### config.mk
export PLATFORM = sky130hd
export DESIGN_NAME = serial_command_frame_receiver
export DESIGN_NICKNAME = d
export VERILOG_FILES = /design/src/rtl/core/scfr_pkg.sv /design/src/rtl/core/scfr_store.sv /design/src/rtl/core/scfr_parse.sv /design/src/rtl/core/scfr_readout.sv /design/src/rtl/core/serial_command_frame_receiver.sv
export SDC_FILE = /design/constraint.sdc
export NUM_CORES = 1
export LEC_CHECK = 0
export BUFFER_PORTS_ARGS = -buffer_cell sky130_fd_sc_hd__buf_2
export CAP_MARGIN = 25
export CORE_AREA = 2 2 233 235
export CTS_CLUSTER_DIAMETER = 40
export DETAILED_ROUTE_END_ITERATION = 12
export DIE_AREA = 0 0 235 237
export PLACE_DENSITY = 0.62
export SETUP_SLACK_MARGIN = 0.02
export SLEW_MARGIN = 10
export SYNTH_ARGS = -nofsm -noshare
export SYNTH_HDL_FRONTEND = slang
export SYNTH_HIERARCHICAL = 1
export SYNTH_SLANG_ARGS = --single-unit
### constraint.sdc
create_clock -name clk -period 13.85 [get_ports clk]
set_clock_uncertainty 0.1 [all_clocks]
set_input_delay 1.385 -clock clk [delete_from_list [all_inputs] [get_ports clk]]
set_output_delay 1.385 -clock clk [all_outputs]
set_load 0.02 [all_outputs]
### src/rtl/core/scfr_pkg.sv
`timescale 1ns / 1ps
// Shared constants and types for the serial command frame receiver.
// Used by every module in rtl/core; depends on nothing else.
package scfr_pkg;

    localparam int STORE_DEPTH = 64;
    localparam int ADDR_W      = $clog2(STORE_DEPTH);
    localparam int SIZE_W      = 6;
    localparam int OFFSET_W    = 7;

    localparam logic [7:0] HDR_A       = 8'h24;
    localparam logic [7:0] HDR_B       = 8'h4D;
    localparam logic [7:0] HDR_C       = 8'h3E;
    localparam logic [7:0] CMD_FLOOR   = 8'd99;
    localparam logic [7:0] SIZE_LIMIT  = 8'd100;
    localparam logic [7:0] MAX_PAYLOAD = 8'd63;

    localparam logic [7:0] PH_IDLE  = 8'd0;
    localparam logic [7:0] PH_HDR1  = 8'd1;
    localparam logic [7:0] PH_HDR2  = 8'd2;
    localparam logic [7:0] PH_HDR3  = 8'd3;
    localparam logic [7:0] PH_SIZE  = 8'd4;
    localparam logic [7:0] PH_LIMIT = 8'd5;

    localparam logic [15:0] TALLY_MAX = 16'hFFFF;

    typedef struct packed {
        logic              valid;
        logic [7:0]        cmd;
        logic [SIZE_W-1:0] size;
        logic [7:0]        xor_sum;
    } judge_req_t;

endpackage

### src/rtl/core/scfr_store.sv
`timescale 1ns / 1ps
// Payload byte store: one write port and one registered read port.
// Depends on scfr_pkg for its depth and address width.
module scfr_store
    import scfr_pkg::*;
(
    input  logic              clk,
    input  logic              wr_en,
    input  logic [ADDR_W-1:0] wr_addr,
    input  logic [7:0]        wr_data,
    input  logic              rd_en,
    input  logic [ADDR_W-1:0] rd_addr,
    output logic [7:0]        rd_data
);

    logic [7:0] mem [STORE_DEPTH];
    logic [7:0] rd_data_reg;

    always_ff @(posedge clk)
    begin
        if (wr_en)
        begin
            mem[wr_addr] <= wr_data;
        end
    end

    always_ff @(posedge clk)
    begin
        if (rd_en)
        begin
            rd_data_reg <= mem[rd_addr];
        end
    end

    assign rd_data = rd_data_reg;

endmodule

### src/rtl/core/scfr_parse.sv
`timescale 1ns / 1ps
// Byte-level frame parser: header hunt, size and command capture, payload writes.
// Depends on scfr_pkg; feeds scfr_store and hands judged frames to scfr_readout.
module scfr_parse
    import scfr_pkg::*;
(
    input  logic              clk,
    input  logic              rst_n,
    input  logic              accept,
    input  logic [7:0]        rx_byte,
    output logic              wr_en,
    output logic [ADDR_W-1:0] wr_addr,
    output logic [7:0]        wr_data,
    output judge_req_t        judge
);

    logic [7:0]          phase_reg, phase_next;
    logic [SIZE_W-1:0]   size_reg, size_next;
    logic [OFFSET_W-1:0] offset_reg, offset_next;
    logic [7:0]          xor_reg, xor_next;
    logic                store_hit;
    logic                judge_hit;

    always_comb
    begin
        phase_next  = phase_reg;
        size_next   = size_reg;
        offset_next = offset_reg;
        xor_next    = xor_reg;
        store_hit   = 1'b0;
        judge_hit   = 1'b0;

        if (phase_next > CMD_FLOOR)
        begin
            if (offset_next <= {1'b0, size_next})
            begin
                store_hit = 1'b1;
                if (offset_next < {1'b0, size_next})
                begin
                    xor_next = xor_next ^ rx_byte;
                end
                offset_next = offset_next + OFFSET_W'(1);
            end
            else
            begin
                judge_hit  = 1'b1;
                phase_next = PH_IDLE;
            end
        end

        if (phase_next < PH_LIMIT)
        begin
            if (phase_next == PH_SIZE)
            begin
                if (rx_byte > CMD_FLOOR)
                begin
                    phase_next  = rx_byte;
                    offset_next = '0;
                    xor_next    = '0;
                end
                else
                begin
                    phase_next = PH_IDLE;
                end
            end
            if (phase_next == PH_HDR3)
            begin
                if (rx_byte < SIZE_LIMIT)
                begin
                    phase_next = PH_SIZE;
                    size_next  = (rx_byte > MAX_PAYLOAD) ? MAX_PAYLOAD[SIZE_W-1:0]
                                                         : rx_byte[SIZE_W-1:0];
                end
                else
                begin
                    phase_next = rx_byte;
                end
            end
            if (rx_byte == HDR_A && phase_next == PH_IDLE)
            begin
                phase_next = PH_HDR1;
            end
            else if (rx_byte == HDR_B && phase_next == PH_HDR1)
            begin
                phase_next = PH_HDR2;
            end
            else if (rx_byte == HDR_C && phase_next == PH_HDR2)
            begin
                phase_next = PH_HDR3;
            end
        end
    end

    always_ff @(posedge clk or negedge rst_n)
    begin
        if (!rst_n)
        begin
            phase_reg  <= PH_IDLE;
            size_reg   <= '0;
            offset_reg <= '0;
            xor_reg    <= '0;
        end
        else if (accept)
        begin
            phase_reg  <= phase_next;
            size_reg   <= size_next;
            offset_reg <= offset_next;
            xor_reg    <= xor_next;
        end
    end

    assign wr_en   = accept & store_hit;
    assign wr_addr = offset_reg[ADDR_W-1:0];
    assign wr_data = rx_byte;

    assign judge.valid   = accept & judge_hit;
    assign judge.cmd     = phase_reg;
    assign judge.size    = size_reg;
    assign judge.xor_sum = xor_reg;

endmodule

### src/rtl/core/scfr_readout.sv
`timescale 1ns / 1ps
// Frame judgment and result sequencer: checksum compare, error tally, payload readout.
// Depends on scfr_pkg; drives the read port of scfr_store and the output beat register.
module scfr_readout
    import scfr_pkg::*;
(
    input  logic              clk,
    input  logic              rst_n,
    input  judge_req_t        judge,
    output logic              busy,
    output logic              rd_en,
    output logic [ADDR_W-1:0] rd_addr,
    input  logic [7:0]        rd_data,
    output logic              out_valid,
    input  logic              out_stall,
    output logic [7:0]        command_code,
    output logic [5:0]        payload_length,
    output logic              has_byte,
    output logic [7:0]        payload_data,
    output logic [5:0]        byte_position,
    output logic              frame_good,
    output logic [15:0]       bad_frame_count,
    output logic              last
);

    typedef enum logic [3:0] {
        S_IDLE   = 4'b0001,
        S_CHECK  = 4'b0010,
        S_FETCH  = 4'b0100,
        S_STATUS = 4'b1000
    } rd_state_t;

    rd_state_t         state_reg, state_next;
    logic [7:0]        cmd_reg, cmd_next;
    logic [SIZE_W-1:0] size_reg, size_next;
    logic [7:0]        xor_reg, xor_next;
    logic [SIZE_W-1:0] idx_reg, idx_next;
    logic              good_reg, good_next;
    logic [15:0]       tally_reg, tally_next;

    logic              out_valid_reg, out_valid_next;
    logic              has_reg, has_next;
    logic [7:0]        data_reg, data_next;
    logic [SIZE_W-1:0] pos_reg, pos_next;
    logic              ogood_reg, ogood_next;
    logic [15:0]       count_reg, count_next;
    logic              last_reg, last_next;
    logic [7:0]        ocmd_reg, ocmd_next;
    logic [SIZE_W-1:0] olen_reg, olen_next;

    logic              slot_free;
    logic              load;

    assign slot_free = !out_valid_reg || !out_stall;

    always_comb
    begin
        state_next = state_reg;
        cmd_next   = cmd_reg;
        size_next  = size_reg;
        xor_next   = xor_reg;
        idx_next   = idx_reg;
        good_next  = good_reg;
        tally_next = tally_reg;
        rd_en      = 1'b0;
        rd_addr    = '0;
        load       = 1'b0;
        has_next   = has_reg;
        data_next  = data_reg;
        pos_next   = pos_reg;
        ogood_next = ogood_reg;
        count_next = count_reg;
        last_next  = last_reg;
        ocmd_next  = ocmd_reg;
        olen_next  = olen_reg;

        case (state_reg)
            S_IDLE:
            begin
                if (judge.valid)
                begin
                    cmd_next   = judge.cmd;
                    size_next  = judge.size;
                    xor_next   = judge.xor_sum;
                    rd_en      = 1'b1;
                    rd_addr    = judge.size;
                    state_next = S_CHECK;
                end
            end
            S_CHECK:
            begin
                if (rd_data == xor_reg)
                begin
                    good_next = 1'b1;
                    if (size_reg == '0)
                    begin
                        state_next = S_STATUS;
                    end
                    else
                    begin
                        rd_en      = 1'b1;
                        rd_addr    = '0;
                        idx_next   = '0;
                        state_next = S_FETCH;
                    end
                end
                else
                begin
                    good_next = 1'b0;
                    if (tally_reg != TALLY_MAX)
                    begin
                        tally_next = tally_reg + 16'd1;
                    end
                    state_next = S_STATUS;
                end
            end
            S_FETCH:
            begin
                if (slot_free)
                begin
                    load       = 1'b1;
                    has_next   = 1'b1;
                    data_next  = rd_data;
                    pos_next   = idx_reg;
                    ogood_next = 1'b1;
                    count_next = tally_reg;
                    last_next  = 1'b0;
                    ocmd_next  = cmd_reg;
                    olen_next  = size_reg;
                    if (idx_reg + SIZE_W'(1) < size_reg)
                    begin
                        rd_en    = 1'b1;
                        rd_addr  = idx_reg + SIZE_W'(1);
                        idx_next = idx_reg + SIZE_W'(1);
                    end
                    else
                    begin
                        state_next = S_STATUS;
                    end
                end
            end
            S_STATUS:
            begin
                if (slot_free)
                begin
                    load       = 1'b1;
                    has_next   = 1'b0;
                    data_next  = '0;
                    pos_next   = '0;
                    ogood_next = good_reg;
                    count_next = tally_reg;
                    last_next  = 1'b1;
                    ocmd_next  = cmd_reg;
                    olen_next  = size_reg;
                    state_next = S_IDLE;
                end
            end
            default:
            begin
                state_next = S_IDLE;
            end
        endcase

        if (load)
        begin
            out_valid_next = 1'b1;
        end
        else if (!out_stall)
        begin
            out_valid_next = 1'b0;
        end
        else
        begin
            out_valid_next = out_valid_reg;
        end
    end

    always_ff @(posedge clk or negedge rst_n)
    begin
        if (!rst_n)
        begin
            state_reg     <= S_IDLE;
            tally_reg     <= '0;
            out_valid_reg <= 1'b0;
        end
        else
        begin
            state_reg     <= state_next;
            tally_reg     <= tally_next;
            out_valid_reg <= out_valid_next;
        end
    end

    always_ff @(posedge clk)
    begin
        cmd_reg   <= cmd_next;
        size_reg  <= size_next;
        xor_reg   <= xor_next;
        idx_reg   <= idx_next;
        good_reg  <= good_next;
        has_reg   <= has_next;
        data_reg  <= data_next;
        pos_reg   <= pos_next;
        ogood_reg <= ogood_next;
        count_reg <= count_next;
        last_reg  <= last_next;
        ocmd_reg  <= ocmd_next;
        olen_reg  <= olen_next;
    end

    assign busy            = (state_reg != S_IDLE);
    assign out_valid       = out_valid_reg;
    assign command_code    = ocmd_reg;
    assign payload_length  = olen_reg;
    assign has_byte        = has_reg;
    assign payload_data    = data_reg;
    assign byte_position   = pos_reg;
    assign frame_good      = ogood_reg;
    assign bad_frame_count = count_reg;
    assign last            = last_reg;

endmodule

### src/rtl/core/serial_command_frame_receiver.sv
`timescale 1ns / 1ps
// Top level of the serial command frame receiver.
// Depends on scfr_pkg, scfr_store, scfr_parse and scfr_readout.

// Received bytes are taken one per cycle while no frame is being judged. The byte
// after a frame's checksum byte judges the frame: the checksum byte is read back
// from the 64-byte payload store, and input then stays stalled while a good frame
// sends its payload beats, one per cycle from the store's read port while the
// output is not stalled, and the closing status beat. A bad frame sends one status
// beat and bumps the saturating error count. The output beat sits in a register,
// so bytes keep being taken while a status beat waits.
module serial_command_frame_receiver
    import scfr_pkg::*;
(
    input  logic        clk,
    input  logic        rst_n,
    input  logic        in_valid,
    output logic        in_stall,
    input  logic [7:0]  rx_byte,
    output logic        out_valid,
    input  logic        out_stall,
    output logic [7:0]  command_code,
    output logic [5:0]  payload_length,
    output logic        has_byte,
    output logic [7:0]  payload_data,
    output logic [5:0]  byte_position,
    output logic        frame_good,
    output logic [15:0] bad_frame_count,
    output logic        last
);

    logic              busy;
    logic              accept;
    logic              wr_en;
    logic [ADDR_W-1:0] wr_addr;
    logic [7:0]        wr_data;
    logic              rd_en;
    logic [ADDR_W-1:0] rd_addr;
    logic [7:0]        rd_data;
    judge_req_t        judge;

    assign in_stall = busy;
    assign accept   = in_valid && !busy;

    scfr_store u_store (
        .clk     (clk),
        .wr_en   (wr_en),
        .wr_addr (wr_addr),
        .wr_data (wr_data),
        .rd_en   (rd_en),
        .rd_addr (rd_addr),
        .rd_data (rd_data)
    );

    scfr_parse u_parse (
        .clk     (clk),
        .rst_n   (rst_n),
        .accept  (accept),
        .rx_byte (rx_byte),
        .wr_en   (wr_en),
        .wr_addr (wr_addr),
        .wr_data (wr_data),
        .judge   (judge)
    );

    scfr_readout u_readout (
        .clk             (clk),
        .rst_n           (rst_n),
        .judge           (judge),
        .busy            (busy),
        .rd_en           (rd_en),
        .rd_addr         (rd_addr),
        .rd_data         (rd_data),
        .out_valid       (out_valid),
        .out_stall       (out_stall),
        .command_code    (command_code),
        .payload_length  (payload_length),
        .has_byte        (has_byte),
        .payload_data    (payload_data),
        .byte_position   (byte_position),
        .frame_good      (frame_good),
        .bad_frame_count (bad_frame_count),
        .last            (last)
    );

endmodule

==> impl_metrics.py <==
metrics = {
    "setup_path": {
        "r2r-start": "u_parse/offset_reg[2]$_DFFE_PN0P_",
        "critical_path.endpoint": "u_store/rd_data[2]$_DFFE_PP_",
        "crit_type": "flop to flop",
        "max_stage_delay_ns": 0.75,
        "cp.required_ns": 14.07,
        "worstSetupPathDepth": 18,
        "reg2reg_slack_ns": 7.32,
        "critPathCaptureType": "flop",
        "start_kind": "flop",
        "worstRegToRegCells": 18,
        "critPathMaxFanout": 59,
        "startpoint": "u_parse/offset_reg[2]$_DFFE_PN0P_",
        "crit_path_frequent_cell": "buf_4",
        "crit_chain": "ha_1 > nand3b_1 > a21oi_4 > o22ai_2 > nor2_1 > nand2_1 > inv_1 > inv_1 > nor2_2 > buf_4 > nand2_1 > o21ai_4 > buf_4 > buf_4 > mux4_2 > mux2_2 > a221oi_1 > o2bb2ai_1",
        "slowest_stage": "buf_4",
        "cp.arrival_ns": 6.75,
        "cp_top_family": "buffers and inverters",
        "critical_path_buf_inv_count": 5,
        "rr_endpoint": "u_store/rd_data[2]$_DFFE_PP_",
    },
    "synth": {
        "ys.flop_type": "edfxtp_1",
        "synth_edf_count": 596,
        "yosysWarnings": 6,
        "synthArstFlopShare_pct": 7.74,
        "synthCells": 1429,
        "syn-num-nets": 1455,
        "yosysUniqueCellTypes": 83,
        "synth_area_per_cell_um2": 18.4,
        "netlist_area_um2": 26300,
        "yosys_register_bits": 646,
        "seq_area_frac_synth_pct": 72.9,
    },
    "floorplan": {
        "design.die.area_um2": 55700,
        "io-pin-count": 61,
        "die_x_um": 235,
        "fp.dieH_um": 237,
        "start_util_pct": 49.3,
        "fp.coreArea_um2": 53300,
        "rows": 85,
    },
    "timing": {
        "rsz0062_at_grt": "false",
        "setup_tns_ns": 0,
        "period_minus_slack_ns": 6.53,
        "maxSlewHeadroom_pct": 28.8,
        "final.period_utilization_pct": 47.2,
        "setup_viol": 0,
        "worstMarginPinSlew_ns": 1.06,
        "fmax_mhz": 153,
        "hold_slack_ns": 0.317,
        "report.final.slew_viol_count": 0,
        "hold_violations": 0,
    },
    "clock_tree": {
        "clk_latency_ns": 0.60,
        "cts-root-buf": "clkbuf_16",
        "cts_hold_buffers": 0,
        "cts_setup_buffers": 0,
        "cts_sinks": 646,
        "post_cts_resized": 0,
        "clockBufferDepth": 3,
        "tritoncts.num_buffers": 77,
        "htree_levels": 3,
        "path_clk_slew_ns": 0.06,
        "cts_tree": "done",
    },
    "detailed_routing": {
        "route.vias.total": 13607,
        "totalWireLength_um": 58000,
        "wl_per_cell_um": 25.5,
        "via_per_inst": 6.00,
        "ant_nets": 0,
        "drt_iter0_drc": 1333,
        "route.detailed.drc": 0,
        "first_pass_iters": 5,
    },
    "placed_design": {
        "gp_congestion": 0.817,
        "hpwl_um": 34400,
        "io_buffer_count": 60,
    },
    "outcome": {
        "outcome": "complete, no violations",
    },
    "grt": {
        "grt_usage_pct": 21.2,
        "grt_max_degree": 92,
        "antenna_found_initial": 0,
        "grt_pass1_vias": 13708,
        "grt_pass1_wl_um": 87800,
        "grt_remaining_overflow": 0,
    },
    "layout": {
        "syn_to_final_growth_pct": 13.2,
        "nNetsFinal": 1543,
        "n_antenna_cell": 0,
        "drive_above_1_share_pct": 25.6,
        "largest_register_ffs": 512,
    },
    "hold_path": {
        "hold_path.class": "flop to flop",
    },
    "power": {
        "peakVddDrop_mv": 0.0936,
        "power.leakage_nw": 9.72,
        "p_per_area_nw_per_um2": 152,
    },
    "job": {
        "drv_cap": 0,
    },
}
-- layout make-up --
| class | instances | area [um^2] |
|---|---|---|
| clock buffer | 91 | 2080 |
| clock inverter | 44 | 444 |
| fill | 4067 | 23500 |
| inverter | 33 | 125 |
| multi-input combinational | 674 | 6580 |
| sequential | 646 | 19100 |
| tap | 696 | 871 |
| timing repair buffer | 85 | 504 |
-- power breakdown --
group          switching, W  internal (W)  leakage, nW  total, W
sequential        0.0000672       0.00219         6.02   0.00226
combinational      0.000190     0.0000861         2.47  0.000276
clock              0.000791       0.00118         1.23   0.00197
-- worst min-delay path by stage --
| stage | slack [ns] | endpoint | depth (start not counted) | start |
|---|---|---|---|---|
| final | 0.32 | u_readout/command_code[1]$_DFFE_PP_ | 0 | u_readout/cmd_reg[1]$_DFFE_PP_ |
| after global routing | 0.33 | u_readout/command_code[2]$_DFFE_PP_ | 0 | u_readout/cmd_reg[2]$_DFFE_PP_ |
| after CTS | 0.32 | u_readout/command_code[1]$_DFFE_PP_ | 0 | u_readout/cmd_reg[1]$_DFFE_PP_ |
| after detailed placement | 0.30 | u_readout/command_code[2]$_DFFE_PP_ | 0 | u_readout/cmd_reg[2]$_DFFE_PP_ |
| after global placement | 0.31 | u_readout/command_code[0]$_DFFE_PP_ | 0 | u_readout/cmd_reg[0]$_DFFE_PP_ |
| after floorplan | 0.30 | u_readout/command_code[0]$_DFFE_PP_ | 0 | u_readout/cmd_reg[0]$_DFFE_PP_ |
-- metrics by stage --
stage / cells / power, W / instance area [um^2] / setup slack (ns) / util, %
floorplan: 1429 / 0.00249 / 26300 / 8.59 / -
detailed placement: 2130 / 0.00257 / 27200 / 7.34 / 51.0
finish: 2269 / 0.00451 / 29800 / 7.32 / 55.8
CTS: 2265 / 0.00454 / 29700 / 7.32 / 55.8
global placement: 2129 / 0.00257 / 27200 / 7.50 / 51.0
global route: 2269 / 0.00467 / 29800 / 6.93 / 55.8
-- synthesized netlist by cell type, types with 8 or more instances --
library cell / count / share of area, %
mux2i_1: 23 / 0.88
nor2b_1: 29 / 0.69
nand4_1: 8 / 0.19
a31oi_1: 8 / 0.19
xor2_1: 25 / 0.83
xnor2_1: 14 / 0.47
nor4_2: 8 / 0.38
a21oi_1: 18 / 0.34
buf_6: 8 / 0.34
clkbuf_1: 19 / 0.27
o21ai_0: 18 / 0.34
buf_4: 29 / 0.83
nand2b_1: 11 / 0.26
nor2_1: 124 / 1.8
ha_1: 14 / 0.67
o22ai_1: 9 / 0.21
dfrtp_1: 49 / 4.7
mux4_2: 126 / 11
edfxtp_1: 596 / 68
nand2_1: 62 / 0.89
inv_1: 32 / 0.46
o221ai_1: 8 / 0.27
mux2_2: 16 / 0.69
nor3_1: 11 / 0.21
buf_2: 14 / 0.27
nand3_1: 23 / 0.44
-- worst reg2reg max path, cell delays in order (launching register included) --
cell and delay (ns):
dfrtp_1 0.55, ha_1 0.42, nand3b_1 0.13, a21oi_4 0.30, o22ai_2 0.15, nor2_1 0.32
nand2_1 0.19, inv_1 0.11, inv_1 0.08, nor2_2 0.10, buf_4 0.34, nand2_1 0.21
o21ai_4 0.09, buf_4 0.75, buf_4 0.70, mux4_2 0.60, mux2_2 0.29, a221oi_1 0.63
o2bb2ai_1 0.19
-- kinds of logic after synthesis --
group                      count (synthesis)  synth area share [%]
AOI/OAI and AO/OA                        126                  3.70
xor gates and xnor gates                  39                  1.30
adders and majority gates                 14                 0.667
buffers and inverters                    109                  2.39
DFF                                      646                  72.9
muxes                                    165                  12.4
and+or+nand+nor                          330                  6.70
-- layout by cell type, fill, tap and decap left out, types with 6 or more instances in the layout --
cell type     n
a21oi_1      17
a221oi_1      6
a31oi_1       8
and3_1        7
buf_2        60
buf_4        23
clkbuf_1      8
clkbuf_16    81
clkinv_2     13
clkinvlp_4    8
dfrtp_1      49
edfxtp_1    596
ha_1         14
inv_1        32
inv_6         6
mux2_2       16
mux2i_1      23
mux4_2      126
nand2_1      62
nand2b_1     11
nand3_1      23
nand3b_1      6
nand4_1       8
nor2_1      123
nor2b_1      29
nor3_1        9
nor4_1        7
nor4_2        8
o21ai_0      12
o221ai_1      8
o22ai_1       9
xnor2_1      14
xor2_1       25
-- layer usage --
metal  GRT usage (%)  up-vias  part of all wire (%)
met3            4.34      100                   6.3
met4            7.69        0                   2.7
li1                -     5850                     -
met1            29.5     7165                    43
met5               0        -                     0
met2            33.4      492                    48
Note: power is estimated with default switching activity, not from simulation.
